[src/design/sjisdec_pkg.sv]
`timescale 1ns / 1ps
`default_nettype none

package sjisdec_pkg;

  localparam logic [7:0]  LeadLo     = 8'h81;
  localparam logic [7:0]  LeadMidHi  = 8'h9F;
  localparam logic [7:0]  LeadUpLo   = 8'hE0;
  localparam logic [7:0]  LeadUpHi   = 8'hFC;
  localparam logic [7:0]  LeadShift  = 8'h40;
  localparam logic [7:0]  TrailLo    = 8'h40;
  localparam logic [7:0]  TrailHi    = 8'hFC;
  localparam logic [7:0]  TrailGap   = 8'h7F;
  localparam logic [7:0]  TrailStep  = 8'h80;
  localparam logic [7:0]  TrailSplit = 8'h9E;
  localparam logic [7:0]  JisBias    = 8'h21;
  localparam logic [6:0]  KuTenBias  = 7'h20;
  localparam logic [7:0]  KanaLo     = 8'hA1;
  localparam logic [7:0]  KanaHi     = 8'hFE;
  localparam logic [7:0]  EucKanaPfx = 8'h8E;
  localparam logic [15:0] EucSet     = 16'h8080;
  localparam logic [7:0]  EndByte    = 8'h00;

  typedef struct packed {
    logic       valid;
    logic [7:0] data;
  } byte_stage_t;

  typedef struct packed {
    logic [15:0] sjis_code;
    logic [15:0] jis_code;
    logic [15:0] euc_code;
    logic        is_double;
    logic [6:0]  ku_row;
    logic [6:0]  ten_cell;
  } result_t;

  function automatic logic is_lead(input logic [7:0] b);
    return (b >= LeadLo) && ((b <= LeadMidHi) || ((b >= LeadUpLo) && (b <= LeadUpHi)));
  endfunction

  function automatic logic is_trail(input logic [7:0] b);
    return (b >= TrailLo) && (b <= TrailHi) && (b != TrailGap);
  endfunction

  function automatic logic [15:0] to_jis(input logic [7:0] lead, input logic [7:0] trail);
    logic [7:0] hi;
    logic [7:0] lo;
    logic       carry;
    hi    = (lead >= LeadUpLo) ? lead - LeadShift : lead;
    hi    = hi - LeadLo;
    lo    = (trail >= TrailStep) ? trail - 8'd1 : trail;
    carry = (lo >= TrailSplit);
    lo    = carry ? lo - TrailSplit : lo - TrailLo;
    hi    = {hi[6:0], 1'b0} + {7'd0, carry} + JisBias;
    lo    = lo + JisBias;
    return {hi, lo};
  endfunction

endpackage

`default_nettype wire

[src/design/sjis_char_code_decoder_unit.sv]
// A character's last byte is registered at the input, then its result in the result register.
// Throughput: one byte per cycle while the consumer keeps up; a waiting result stalls the input
// as soon as the staged byte would produce another transaction.
// The rate is set by the single conversion pass between the input and result registers.
// Reset (rst_ni, asynchronous, active low) empties both registers and drops any held lead byte.
`timescale 1ns / 1ps
`default_nettype none

module sjis_char_code_decoder_unit import sjisdec_pkg::*; (
  input  wire logic        clk_i,
  input  wire logic        rst_ni,
  input  wire logic        in_valid_i,
  output logic             in_ready_o,
  input  wire logic [7:0]  in_byte_i,
  output logic             out_valid_o,
  input  wire logic        out_ready_i,
  output logic [15:0]      sjis_code_o,
  output logic [15:0]      jis_code_o,
  output logic [15:0]      euc_code_o,
  output logic             is_double_o,
  output logic [6:0]       ku_row_o,
  output logic [6:0]       ten_cell_o
);

  byte_stage_t stage;
  result_t     conv_result;
  result_t     out_result;
  logic        has_result;
  logic        out_free;
  logic        fire;

  assign fire = stage.valid && (!has_result || out_free);

  sjisdec_in_stage u_in_stage (
    .clk_i      (clk_i),
    .rst_ni     (rst_ni),
    .in_valid_i (in_valid_i),
    .in_ready_o (in_ready_o),
    .in_byte_i  (in_byte_i),
    .take_i     (fire),
    .stage_o    (stage)
  );

  sjisdec_convert u_convert (
    .clk_i        (clk_i),
    .rst_ni       (rst_ni),
    .stage_i      (stage),
    .fire_i       (fire),
    .has_result_o (has_result),
    .result_o     (conv_result)
  );

  sjisdec_out_stage u_out_stage (
    .clk_i       (clk_i),
    .rst_ni      (rst_ni),
    .load_i      (fire && has_result),
    .result_i    (conv_result),
    .free_o      (out_free),
    .out_valid_o (out_valid_o),
    .out_ready_i (out_ready_i),
    .result_o    (out_result)
  );

  assign sjis_code_o = out_result.sjis_code;
  assign jis_code_o  = out_result.jis_code;
  assign euc_code_o  = out_result.euc_code;
  assign is_double_o = out_result.is_double;
  assign ku_row_o    = out_result.ku_row;
  assign ten_cell_o  = out_result.ten_cell;

endmodule

`default_nettype wire

[src/design/sjisdec_in_stage.sv]
`timescale 1ns / 1ps
`default_nettype none

module sjisdec_in_stage import sjisdec_pkg::*; (
  input  wire logic        clk_i,
  input  wire logic        rst_ni,
  input  wire logic        in_valid_i,
  output logic             in_ready_o,
  input  wire logic [7:0]  in_byte_i,
  input  wire logic        take_i,
  output byte_stage_t      stage_o
);

  logic       valid_q;
  logic       valid_d;
  logic [7:0] data_q;

  assign in_ready_o = !valid_q || take_i;
  assign valid_d    = in_ready_o ? in_valid_i : valid_q;

  always_ff @(posedge clk_i or negedge rst_ni) begin
    if (!rst_ni) begin
      valid_q <= 1'b0;
    end else begin
      valid_q <= valid_d;
    end
  end

  always_ff @(posedge clk_i) begin
    if (in_valid_i && in_ready_o) begin
      data_q <= in_byte_i;
    end
  end

  assign stage_o.valid = valid_q;
  assign stage_o.data  = data_q;

endmodule

`default_nettype wire

[src/design/sjisdec_convert.sv]
`timescale 1ns / 1ps
`default_nettype none

module sjisdec_convert import sjisdec_pkg::*; (
  input  wire logic        clk_i,
  input  wire logic        rst_ni,
  input  wire byte_stage_t stage_i,
  input  wire logic        fire_i,
  output logic             has_result_o,
  output result_t          result_o
);

  logic       lead_pending_q;
  logic       lead_pending_d;
  logic [7:0] lead_byte_q;
  logic [7:0] lead_byte_d;
  logic [7:0] single_byte;
  logic [15:0] jis;

  assign jis = to_jis(lead_byte_q, stage_i.data);

  always_comb begin
    lead_pending_d = lead_pending_q;
    lead_byte_d    = lead_byte_q;
    has_result_o   = 1'b0;
    result_o       = '0;
    single_byte    = lead_pending_q ? lead_byte_q : stage_i.data;
    if (stage_i.data == EndByte) begin
      lead_pending_d = 1'b0;
      lead_byte_d    = EndByte;
    end else if (!lead_pending_q && is_lead(stage_i.data)) begin
      lead_pending_d = 1'b1;
      lead_byte_d    = stage_i.data;
    end else if (lead_pending_q && is_trail(stage_i.data)) begin
      lead_pending_d     = 1'b0;
      has_result_o       = stage_i.valid;
      result_o.sjis_code = {lead_byte_q, stage_i.data};
      result_o.jis_code  = jis;
      result_o.euc_code  = jis | EucSet;
      result_o.is_double = 1'b1;
      result_o.ku_row    = jis[14:8] - KuTenBias;
      result_o.ten_cell  = jis[6:0] - KuTenBias;
    end else begin
      lead_pending_d     = 1'b0;
      has_result_o       = stage_i.valid;
      result_o.sjis_code = {8'd0, single_byte};
      result_o.jis_code  = {8'd0, single_byte};
      result_o.euc_code  = ((single_byte >= KanaLo) && (single_byte <= KanaHi)) ?
                           {EucKanaPfx, single_byte} : {8'd0, single_byte};
    end
  end

  always_ff @(posedge clk_i or negedge rst_ni) begin
    if (!rst_ni) begin
      lead_pending_q <= 1'b0;
      lead_byte_q    <= 8'd0;
    end else if (fire_i) begin
      lead_pending_q <= lead_pending_d;
      lead_byte_q    <= lead_byte_d;
    end
  end

endmodule

`default_nettype wire

[src/design/sjisdec_out_stage.sv]
`timescale 1ns / 1ps
`default_nettype none

module sjisdec_out_stage import sjisdec_pkg::*; (
  input  wire logic        clk_i,
  input  wire logic        rst_ni,
  input  wire logic        load_i,
  input  wire result_t     result_i,
  output logic             free_o,
  output logic             out_valid_o,
  input  wire logic        out_ready_i,
  output result_t          result_o
);

  logic    valid_q;
  logic    valid_d;
  result_t result_q;

  assign free_o  = !valid_q || out_ready_i;
  assign valid_d = load_i || (valid_q && !out_ready_i);

  always_ff @(posedge clk_i or negedge rst_ni) begin
    if (!rst_ni) begin
      valid_q <= 1'b0;
    end else begin
      valid_q <= valid_d;
    end
  end

  always_ff @(posedge clk_i) begin
    if (load_i) begin
      result_q <= result_i;
    end
  end

  assign out_valid_o = valid_q;
  assign result_o    = result_q;

endmodule

`default_nettype wire

[config.mk]
export PLATFORM = sky130hd
export DESIGN_NAME = sjis_char_code_decoder_unit
export DESIGN_NICKNAME = d
export VERILOG_FILES = /design/src/design/sjisdec_pkg.sv /design/src/design/sjis_char_code_decoder_unit.sv /design/src/design/sjisdec_in_stage.sv /design/src/design/sjisdec_convert.sv /design/src/design/sjisdec_out_stage.sv
export SDC_FILE = /design/constraint.sdc
export NUM_CORES = 1
export LEC_CHECK = 0
export BUFFER_PORTS_ARGS = -buffer_cell sky130_fd_sc_hd__buf_2
export CAP_MARGIN = 40
export CORE_UTILIZATION = 49
export DETAILED_ROUTE_END_ITERATION = 16
export GPL_TIMING_DRIVEN = 0
export HOLD_SLACK_MARGIN = 0.05
export PLACE_DENSITY_LB_ADDON = 0.15
export SYNTH_ARGS = -nofsm -noshare
export SYNTH_HDL_FRONTEND = slang
export SYNTH_SLANG_ARGS = --single-unit
export TNS_END_PERCENT = 5
[constraint.sdc]
create_clock -name clk_i -period 5.78 [get_ports clk_i]
set_clock_uncertainty 0.2 [all_clocks]
set_input_delay 0.289 -clock clk_i [delete_from_list [all_inputs] [get_ports clk_i]]
set_output_delay 0.289 -clock clk_i [all_outputs]
set_load 0.01 [all_outputs]
* Yosys cells after proc, flatten, opt, wreduce, memory -nomap -nowiden
Cells that the tools add are included.
Operators by class: add/sub/neg operators 10, muxes and demuxes 13, order comparisons 10, bitwise gates (word level) 1, eq/ne operators 1, reductions and logical operators 26
Operators with widths (count):
- $ge 8x8->1 const B | 6
- $mux 40 | 1
- $mux 8 | 5
- $le 8x8->1 const B | 3
- $add 8x6->8 const B | 2
- $mux 16 | 1
- $mux 15 | 1
- $sub 7x6->7 const B | 2
- $logic_and 1x1->1 | 11
- $add 8x1->8 | 1
- $ge 8x7->1 const B | 1
- $logic_not 8->1 | 1
- $ne 8x7->1 const B | 1
- $sub 8x1->8 const B | 1
- $sub 8x7->8 const B | 1
- $sub 8x8->8 const B | 1
- $mux 7 | 1
- $sub 7x1->7 const B | 1
- $sub 7x7->7 const B | 1
- $logic_not 1->1 | 5
- $logic_or 1x1->1 | 5
- $mux 1 | 4
- $reduce_or 3->1 | 1
- $reduce_and 2->1 | 1
- 3 further kinds | 3
Storage, ports and cells: word-level logic and storage cells 74, register bits 82, output and inout port bits 65, input bits 12

* Depth between registers and ports, before layout
Gate-level depths: netlist of run 1.
depth after elaboration 12, mapped depth 16, gate-level depth less buffers 15

* Cells and area by module
A second synthesis of run 1 with hierarchy kept.
Second synthesis, totals: cells, all modules 371, area, all modules 4337.9 um^2
By module, submodules not included:
- sjisdec_convert | instances 1, cells an instance 289, area each 2078.2 um^2, sequential area each 225.2 um^2
- sjisdec_out_stage | instances 1, cells an instance 66, area each 1939.4 um^2, sequential area each 1916.8 um^2
- sjisdec_in_stage | instances 1, cells an instance 13, area each 301.5 um^2, sequential area each 265.3 um^2
- sjis_char_code_decoder_unit | instances 1, cells an instance 3, area each 18.8 um^2, sequential area each 0.0 um^2

* Worst setup path before layout of run 1
OpenSTA, ideal clock, no wires.
path type register -> register, from register u_in_stage.data_q[1], to register u_out_stage.result_q (netlist bit u_out_stage.result_o[0]), enable pin, setup slack 1.629 ns, buffers on the path 1, cell stages (with the launch flop) 10, setup time 0.452 ns, clock period less this slack 4.151 ns, data arrival time 3.499 ns, data required time 5.128 ns, cell sequence edfxtp_1 buf_2 inv_1 ha_1 nand2_1 o21ai_0 o21ai_0 a21oi_1 nand2_1 nor2_1
On the way: longest elaborated chain between the ends 11, elaborated cells between the ends (all ways) 15, those cells by class order compare (4); mux (2); reduce/logical (9)
Ends and longest elaborated chain:
- start, declared | line sjisdec_in_stage.sv:16 | logic [7:0] data_q;
- start signal, assigned | line sjisdec_in_stage.sv:31 | data_q <= in_byte_i;
- $ge 8x8->1 / $le 8x8->1 (equally long branches) | line sjisdec_pkg.sv:39 | return (b >= LeadLo) && ((b <= LeadMidHi) || ((b >= LeadUpLo) && (b <= LeadUpHi)));
- $logic_and 1x1->1 | line sjisdec_pkg.sv:39
- $logic_or 1x1->1 | line sjisdec_pkg.sv:39
- $logic_and 1x1->1 | line sjisdec_pkg.sv:39
- $logic_and 1x1->1 | line sjisdec_convert.sv:31 | end else if (!lead_pending_q && is_lead(stage_i.data)) begin
- $mux 1 | line sjisdec_convert.sv:31
- $mux 1 * | line sjisdec_convert.sv:28 | if (stage_i.data == EndByte) begin
- $logic_not 1->1 | line sjis_char_code_decoder_unit.sv:32 | assign fire = stage.valid && (!has_result || out_free);
- $logic_or 1x1->1 | line sjis_char_code_decoder_unit.sv:32
- $logic_and 1x1->1 | line sjis_char_code_decoder_unit.sv:32
- $logic_and 1x1->1 * | line sjis_char_code_decoder_unit.sv:56 | .load_i (fire && has_result),
- net u_out_stage.load_i | line sjisdec_out_stage.sv:7 | input wire logic load_i,
- end signal, assigned | line sjisdec_out_stage.sv:32 | result_q <= result_i;
- end, declared | line sjisdec_out_stage.sv:17 | result_t result_q;
Mark *: on every way through the listed nets, which the timed path passes. The rest lies on a longest branch. A chain may end at the register's enable or synchronous reset.

* Final worst setup path of run 1
from register u_in_stage.data_q[1], to register u_out_stage.result_q (netlist bit u_out_stage.result_o[13]) (data pin)
On the way: longest elaborated chain between the ends 6, elaborated cells between the ends (all ways) 23, those cells by class add/sub (4); order compare (7); eq/ne (1); mux (1); bitwise (1); reduce/logical (9)
Ends and longest elaborated chain:
- $sub 8x1->8 (tied with other cells) | line sjisdec_pkg.sv:52 | lo = (trail >= TrailStep) ? trail - 8'd1 : trail;
- $mux 8 (tied with other cells) | line sjisdec_pkg.sv:52
- $ge 8x8->1 (tied with other cells) | line sjisdec_pkg.sv:53 | carry = (lo >= TrailSplit);
- $add 8x1->8 (tied with other cells) | line sjisdec_pkg.sv:55 | hi = {hi[6:0], 1'b0} + {7'd0, carry} + JisBias;
- $add 8x6->8 (tied with other cells) | line sjisdec_pkg.sv:55
- $sub 7x6->7 / $reduce_or 3->1 (equally long branches)
Several ways; a longest one is shown, not always the timed one.

==> summary.txt, run 1 <==
Run status
  • Status: finished, final reports clean

Setup path
  • Cells along the critical path: buf_2 > inv_1 > ha_1 > nand4b_1 > xor2_1 > ha_1 > inv_1 > nor4_4 > a311oi_2 > nand2_4 > ha_1 > nand3b_1 > o21ai_0 > xor2_1 > xnor2_1 > nor2_1
  • Worst EP arrival: 4.00 ns
  • CP startpoint kind: flip-flop
  • Crit-path max FO: 10
  • Critical Path RT: 5.66 ns
  • Slowest-stage cell, CP: edfxtp_1
  • Worst reg-to-reg setup slack: 1.66 ns
  • Cell with the most instances on the worst path: ha_1
  • Reg2Reg Depth: 16
  • Worst r2r src: u_in_stage.data_q[1]$_DFFE_PP_
  • Worst path max stage delay: 0.40 ns
  • Setup CP Type: reg2reg
  • Critical Path End Type: flip-flop
  • Reg-to-reg endpoint: u_out_stage.result_o[13]$_SDFFCE_PP0P_

Logic synthesis
  • Synthesized area: 3790 sq um
  • Synth Instances: 332
  • Syn Area/Cell: 11.4 sq um
  • Net Count, Synth: 354
  • Number of synthesized flops with an enable pin: 55
  • Ys flop type: edfxtp_1
  • Distinct cells, synth: 65
  • Seq cells post-synth: 66
  • Warnings, synthesis: 0
  • Post-synth ARST share: 0.167
  • Seq/Total Area, Yosys: 0.508

STA
  • Fmax: 243 MHz
  • Slew HR: 0.542
  • Final period utilization: 0.713
  • Final Hold Fails: 0
  • RSZ-0062 raised after global routing: false
  • Max-slew violation count: 0
  • Setup violators final: 0
  • TNS Setup: 0 ns
  • Min setup slack post-route: 1.66 ns
  • Post-layout minimum cycle time: 4.12 ns
  • Worst-Margin Slew: 0.684 ns

Min path
  • Tightest Hold Check Type: in2async

Power
  • Maximum vdd drop: 0.000145 V
  • Pwr dens: 356 nW/um^2
  • Logic pwr share: 0.363
  • Clock share of power: 0.227
  • Sw Ratio: 0.340
  • Leak Pwr: 0.00192 uW
  • Power Internal: 1090 uW
  • Switch Pwr: 559 uW
  • Sequential power share: 0.410

Clocking
  • CTS buffer count: 9
  • H-tree lvl count: 3
  • Clock transition at path regs: 0.08 ns
  • CTS root buf: clkbuf_8
  • Post-CTS Setup Bufs: 0
  • CTS tree: yes
  • Post_cts resized: 0
  • Max Root-Sink Buffers: 2
  • Clk sinks: 66
  • Clk Latency, worst-skew pair: 0.34 ns
  • Hold-fix buffers, CTS: 11

Place
  • Place WS: 1.73 ns
  • RD Place Congestion: 0.865
  • DP Wirelength: 5680 microns
  • PortBufs: 76

Die
  • Die Ht: 90.0 microns
  • Initial core utilization: 0.515
  • Rows: 31
  • Die Width: 90.0 microns
  • Die area: 8100 sq um
  • Core area: 7370 sq um
  • IO Pins: 77

Routing
  • Vias per Instance: 5.28
  • Via count: 2,824
  • Number of routed nets with antenna violations: 0
  • Post-DR wirelength/cell: 14.7 microns
  • Drt total wl: 7870 microns
  • DR DRC count: 0
  • Drt initial violations: 183
  • Pre-antenna DRT Iters: 4

Global route
  • Initial antenna violation count: 0
  • GRT Util Overall: 0.210
  • Vias in the first global route: 2,751
  • Grt ovf: 0
  • First-pass GRT wire length: 13,500 microns
  • Pin count of the biggest net entering global routing: 34

Cells and area
  • End-of-flow core utilization: 0.627
  • Layout cells sized above 1: 0.310
  • Synth-to-Final Area Change: 21.9%
  • Area occupied by multi-input gates: 1630 sq um
  • Fillers: 613
  • Final Net Count: 453
  • Register area: 1930 sq um
  • Commonest non-fill, non-tap cell in the layout: buf_2
  • N_diodes: 0
  • Commonest cells after routing, fill and taps aside: buf_2, edfxtp_1, nand2_1, nor2_1, buf_4

Run
  • Max cap viols: 0
Yosys cell counts, types with 3 or more instances:
cell,number,area (sq um)
mux2i_1,9,90.1
nor2b_1,3,18.8
and3_1,3,18.8
nand3_1,11,55.1
xor2_1,11,96.3
o21bai_1,3,22.5
dfrtp_1,11,275
clkbuf_1,11,41.3
o22ai_1,3,18.8
nor3_1,4,20.0
or3_1,3,18.8
nand3b_1,3,22.5
ha_1,10,125
buf_4,16,120
a21o_1,5,37.5
mux2_2,3,33.8
nand2b_1,4,25.0
or2_2,4,25.0
nand2_1,22,82.6
xnor2_1,13,114
nand4_1,3,18.8
inv_1,11,41.3
buf_2,4,20.0
o21a_1,5,37.5
a22o_1,11,96.3
a21oi_1,10,50.1
and2_1,12,75.1
nor2_1,22,82.6
edfxtp_1,55,1650
o21ai_0,7,35.0
how the worst max path moves through the flow:
stage                                         from                                endpoint  depth (start not counted)
floorplan           u_in_stage.data_q[1]$_DFFE_PP_   u_out_stage.result_o[0]$_SDFFCE_PP0P_                          9
global placement    u_in_stage.data_q[1]$_DFFE_PP_   u_out_stage.result_o[2]$_SDFFCE_PP0P_                          9
detailed placement  u_in_stage.data_q[1]$_DFFE_PP_  u_out_stage.result_o[13]$_SDFFCE_PP0P_                         16
CTS                 u_in_stage.data_q[1]$_DFFE_PP_  u_out_stage.result_o[13]$_SDFFCE_PP0P_                         16
global route        u_in_stage.data_q[1]$_DFFE_PP_  u_out_stage.result_o[13]$_SDFFCE_PP0P_                         16
finish              u_in_stage.data_q[1]$_DFFE_PP_  u_out_stage.result_o[13]$_SDFFCE_PP0P_                         16
power groups by stage:
stage / logic [uW] / registers [uW] / clock network (uW)
floorplan: 402 / 704 / 0
global placement: 574 / 686 / 0
detailed placement: 592 / 684 / 0
CTS: 600 / 674 / 377
global route: 666 / 684 / 396
finish: 598 / 674 / 374
critical path: cells and delay by family, from the launching register on:
kind	cells	cell delay, ns
simple gates	5	0.81
flops	1	0.40
xor+xnor	3	0.76
buf+inv	3	0.44
compound gates	2	0.33
fa+ha+maj	3	0.91
kinds of logic (layout without fill, tap and decap cells):
family | after synthesis | after routing | share of synthesized area
buffers and inverters | 45 | 149 | 0.0637
multiplexers | 13 | 13 | 0.0356
flip-flops | 66 | 66 | 0.508
AO/OA/AOI/OAI | 65 | 65 | 0.128
AND/OR/NAND/NOR | 107 | 107 | 0.165
adder cells (fa/ha/maj) | 10 | 10 | 0.0330
XOR/XNOR | 26 | 26 | 0.0670
metrics by stage:
stage	power, uW	cell area, sq um	std cells	hold slack [ns]
after detailed placement	1280	4330	508	-0.0237
after floorplan	1110	3790	332	-0.207
after global placement	1260	4300	507	-0.0287
final	1650	4620	535	0.139
after global routing	1750	4620	535	0.174
after CTS	1650	4620	535	0.145
final cells by class:
cell class,instances,share of cell area
well taps,99,0.0268
plain buffers,34,0.0433
inverters,11,0.00893
repair buffers,88,0.110
multi-input cells,221,0.353
clock inverters,4,0.0114
flip-flops and latches,66,0.417
clock buffers,12,0.0292
sequential cells by signal (all words and copies together), names as in the netlist:
name,flops
u_convert.lead_byte_q,8
u_in_stage.valid_q,1
u_out_stage.out_valid_o,1
u_in_stage.data_q,8
u_convert.lead_pending_q,1
u_out_stage.result_o,47
metal layers:
| layer | wire length (microns) | GRT usage | vias to the layer above |
|---|---|---|---|
| met5 | 0 | 0 | - |
| met4 | 94 | 0.0538 | 0 |
| met3 | 347 | 0.0457 | 8 |
| met2 | 4030 | 0.370 | 79 |
| met1 | 3400 | 0.262 | 1345 |
| li1 | - | - | 1392 |
Power figures use the tool's default switching activity.
==> run 2, diff against run 1 <==
==> constraint.sdc (replaced) <==
create_clock -name clk_i -period 3.5 [get_ports clk_i]
set_clock_uncertainty 0.2 [all_clocks]
set_input_delay 0.175 -clock clk_i [delete_from_list [all_inputs] [get_ports clk_i]]
set_output_delay 0.175 -clock clk_i [all_outputs]
set_load 0.01 [all_outputs]
==> summary.txt, run 2 (synthesis gave the netlist of run 1 again) <==
STA
  • RSZ-0062 raised after global routing: true
  • Min setup slack post-route: -0.0674 ns (-1.73 ns)
  • Max-slew violation count: 0 (unchanged)
  • Final Hold Fails: 0 (unchanged)
  • Final period utilization: 1.02 (+0.306)
  • Slew HR: 0.527 (-0.0150)
  • Worst-Margin Slew: 0.706 ns (+0.0224 ns)
  • Setup violators final: 4 (+4)
  • Post-layout minimum cycle time: 3.57 ns (-0.554 ns)
  • Fmax: 280 MHz (+16%)

Setup path
  • Cells along the critical path: buf_6 > or3_4 > o41a_1 > ha_4 > inv_4 > nor4_4 > a311oi_2 > nand2_4 > xnor2_2 > ha_2 > nor3b_4 > mux2i_1 > mux2i_1
  • Slowest-stage cell, CP: edfxtp_1
  • Crit-path max FO: 7 (-3)
  • Reg2Reg Depth: 13 (-3)
  • Worst path max stage delay: 0.41 ns (about the same)
  • CP startpoint kind: flip-flop
  • Critical Path End Type: flip-flop
  • Cell with the most instances on the worst path: mux2i_1
  • Worst reg-to-reg setup slack: -0.07 ns (-1.73 ns)
  • Setup CP Type: reg2reg
  • Critical Path RT: 3.48 ns (-2.18 ns)
  • Reg-to-reg endpoint: u_out_stage.result_o[6]$_SDFFCE_PP0P_
  • Worst EP arrival: 3.55 ns (-0.45 ns)
  • Crit path max-delay family: compound AO/OA/AOI/OAI gates
  • Worst r2r src: u_in_stage.data_q[2]$_DFFE_PP_
  • CP Buf/Inv Count: 2 (-1)

Global route
  • First-pass GRT wire length: 14,200 microns (+5.9%)
  • Vias in the first global route: 2,969 (+7.9%)
  • Grt ovf: 0 (unchanged)
  • GRT Util Overall: 0.225 (+0.0147)
  • Pin count of the biggest net entering global routing: 34 (unchanged)
  • Initial antenna violation count: 0 (unchanged)

Clocking
  • CTS tree: yes
  • Clock transition at path regs: 0.08 ns (about the same)
  • Max Root-Sink Buffers: 2 (unchanged)
  • Clk sinks: 66 (unchanged)
  • Clk Latency, worst-skew pair: 0.34 ns (about the same)
  • H-tree lvl count: 3 (unchanged)
  • CTS root buf: clkbuf_8
  • CTS buffer count: 9 (unchanged)

Cells and area
  • Final Net Count: 478 (+5.5%)
  • Post-route cell area: 5000 sq um (+8.1%)
  • Commonest cells after routing, fill and taps aside: buf_2, edfxtp_1, buf_4, nand2_1, nor2_1
  • Synth-to-Final Area Change: 31.7%
  • N_diodes: 0 (unchanged)
  • Commonest non-fill, non-tap cell in the layout: buf_2
  • Register area: 1930 sq um (unchanged)
  • Largest register FFs: 47 (unchanged)
  • Fillers: 585 (-4.6%)
  • Area occupied by multi-input gates: 1760 sq um (+7.5%)
  • Layout cells sized above 1: 0.386 (+0.0765)
  • End-of-flow core utilization: 0.678 (+0.0506)

Run status
  • Failing checks: negative setup slack
  • Status: finished with violations

Power
  • Leak Pwr: 0.00209 uW (+8.9%)
  • Pwr dens: 579 nW/um^2 (+63%)
  • Maximum vdd drop: 0.000239 V (+64%)

Die
  • Die Width: 90.0 microns (unchanged)
  • IO Pins: 77 (unchanged)
  • Core area: 7370 sq um (unchanged)
  • Rows: 31 (unchanged)
  • Die area: 8100 sq um (unchanged)
  • Initial core utilization: 0.515 (unchanged)
  • Die Ht: 90.0 microns (unchanged)

Min path
  • Tightest Hold Check Type: in2reg
  • WHS Path Cells: 2
  • Min-delay src: in_byte_i[2]
  • Hold EP: u_in_stage.data_q[2]$_DFFE_PP_

Place
  • Area post-placement: 4330 sq um (unchanged)
  • RD Place Congestion: 0.868 (+0.31%)
  • DP Wirelength: 5700 microns (+0.48%)
  • PortBufs: 76 (unchanged)

Routing
  • Via count: 2,964 (+5.0%)
  • Drt initial violations: 140 (-23%)
  • Pre-antenna DRT Iters: 4 (unchanged)
  • Post-DR wirelength/cell: 15.4 microns (+4.7%)
  • Drt total wl: 8620 microns (+9.6%)
  • Vias per Instance: 5.29 (+0.27%)
  • Number of routed nets with antenna violations: 0 (unchanged)
  • DR DRC count: 0 (unchanged)

Run
  • Max cap viols: 0 (unchanged)
run 2: cell types whose count changed in the layout (fill, tap and decap cells not counted), sizes merged:
cell / delta
buf: +23
clkbuf: -2
clkinv: -2
bufinv: +1
dlygate4sd3: +2
clkinvlp: +3
run 2: per-layer routing:
layer / GRT usage / share of wire
met5: 0 / 0
met1: 0.266 / 0.41
met3: 0.0465 / 0.042
met2: 0.394 / 0.53
met4: 0.102 / 0.020
run 2: area by class of cell:
cell class              instances  share of cell area
flip-flops and latches         66               0.386
multi-input cells             221               0.351
repair buffers                114               0.143
plain buffers                  33              0.0426
clock buffers                  10              0.0255
well taps                      99              0.0248
clock inverters                 6              0.0183
inverters                      11             0.00877
run 2: report_power, final:
part | switching, uW | internal [uW]
clock network | 300 | 402
logic | 591 | 488
registers | 81.5 | 1030
run 2: worst max path at each step:
stage                                    from                                     end  slack (ns)  cells past startpoint
2_1_floorplan  u_in_stage.data_q[2]$_DFFE_PP_  u_out_stage.result_o[38]$_SDFFCE_PN0P_       -0.15                     12
3_3_place_gp   u_in_stage.data_q[1]$_DFFE_PP_   u_out_stage.result_o[1]$_SDFFCE_PP0P_       -0.63                      9
3_5_place_dp   u_in_stage.data_q[1]$_DFFE_PP_  u_out_stage.result_o[13]$_SDFFCE_PP0P_       -0.59                     16
4_1_cts        u_in_stage.data_q[0]$_DFFE_PP_  u_out_stage.result_o[33]$_SDFFCE_PN0P_       -0.04                     14
5_1_grt        u_in_stage.data_q[2]$_DFFE_PP_   u_out_stage.result_o[6]$_SDFFCE_PP0P_       -0.22                     13
6_report       u_in_stage.data_q[2]$_DFFE_PP_   u_out_stage.result_o[6]$_SDFFCE_PP0P_       -0.07                     13
run 2: what timing repair did:
item	in CTS	in global routing
setup buffers	18	6
resized for setup	22	15
pin swaps	10	10
endpoints found under the setup margin	24	19
hold endpoints to repair	21	0
hold buffers	13	0
run 2: stage by stage:
step,total power [uW],std cells,hold WS (ns),TNS (ns),setup WS [ns]
after CTS,2860,555,0.325,-0.117,-0.0351
after detailed placement,2110,508,-0.135,-5.78,-0.585
after floorplan,1830,332,-0.321,-0.490,-0.147
after global placement,2080,507,-0.149,-34.61,-0.634
final,2890,560,0.333,-0.114,-0.0674
after global routing,3060,560,0.335,-1.25,-0.223
run 2: worst reg2reg max path, delay by kind of cell (launching register included):
family	cells	cell delay (ns)
buffers and inverters	2	0.20
multiplexers	2	0.47
AO/OA/AOI/OAI	2	0.76
adder cells (fa/ha/maj)	2	0.43
flip-flops	1	0.41
AND/OR/NAND/NOR	4	0.75
XOR/XNOR	1	0.19
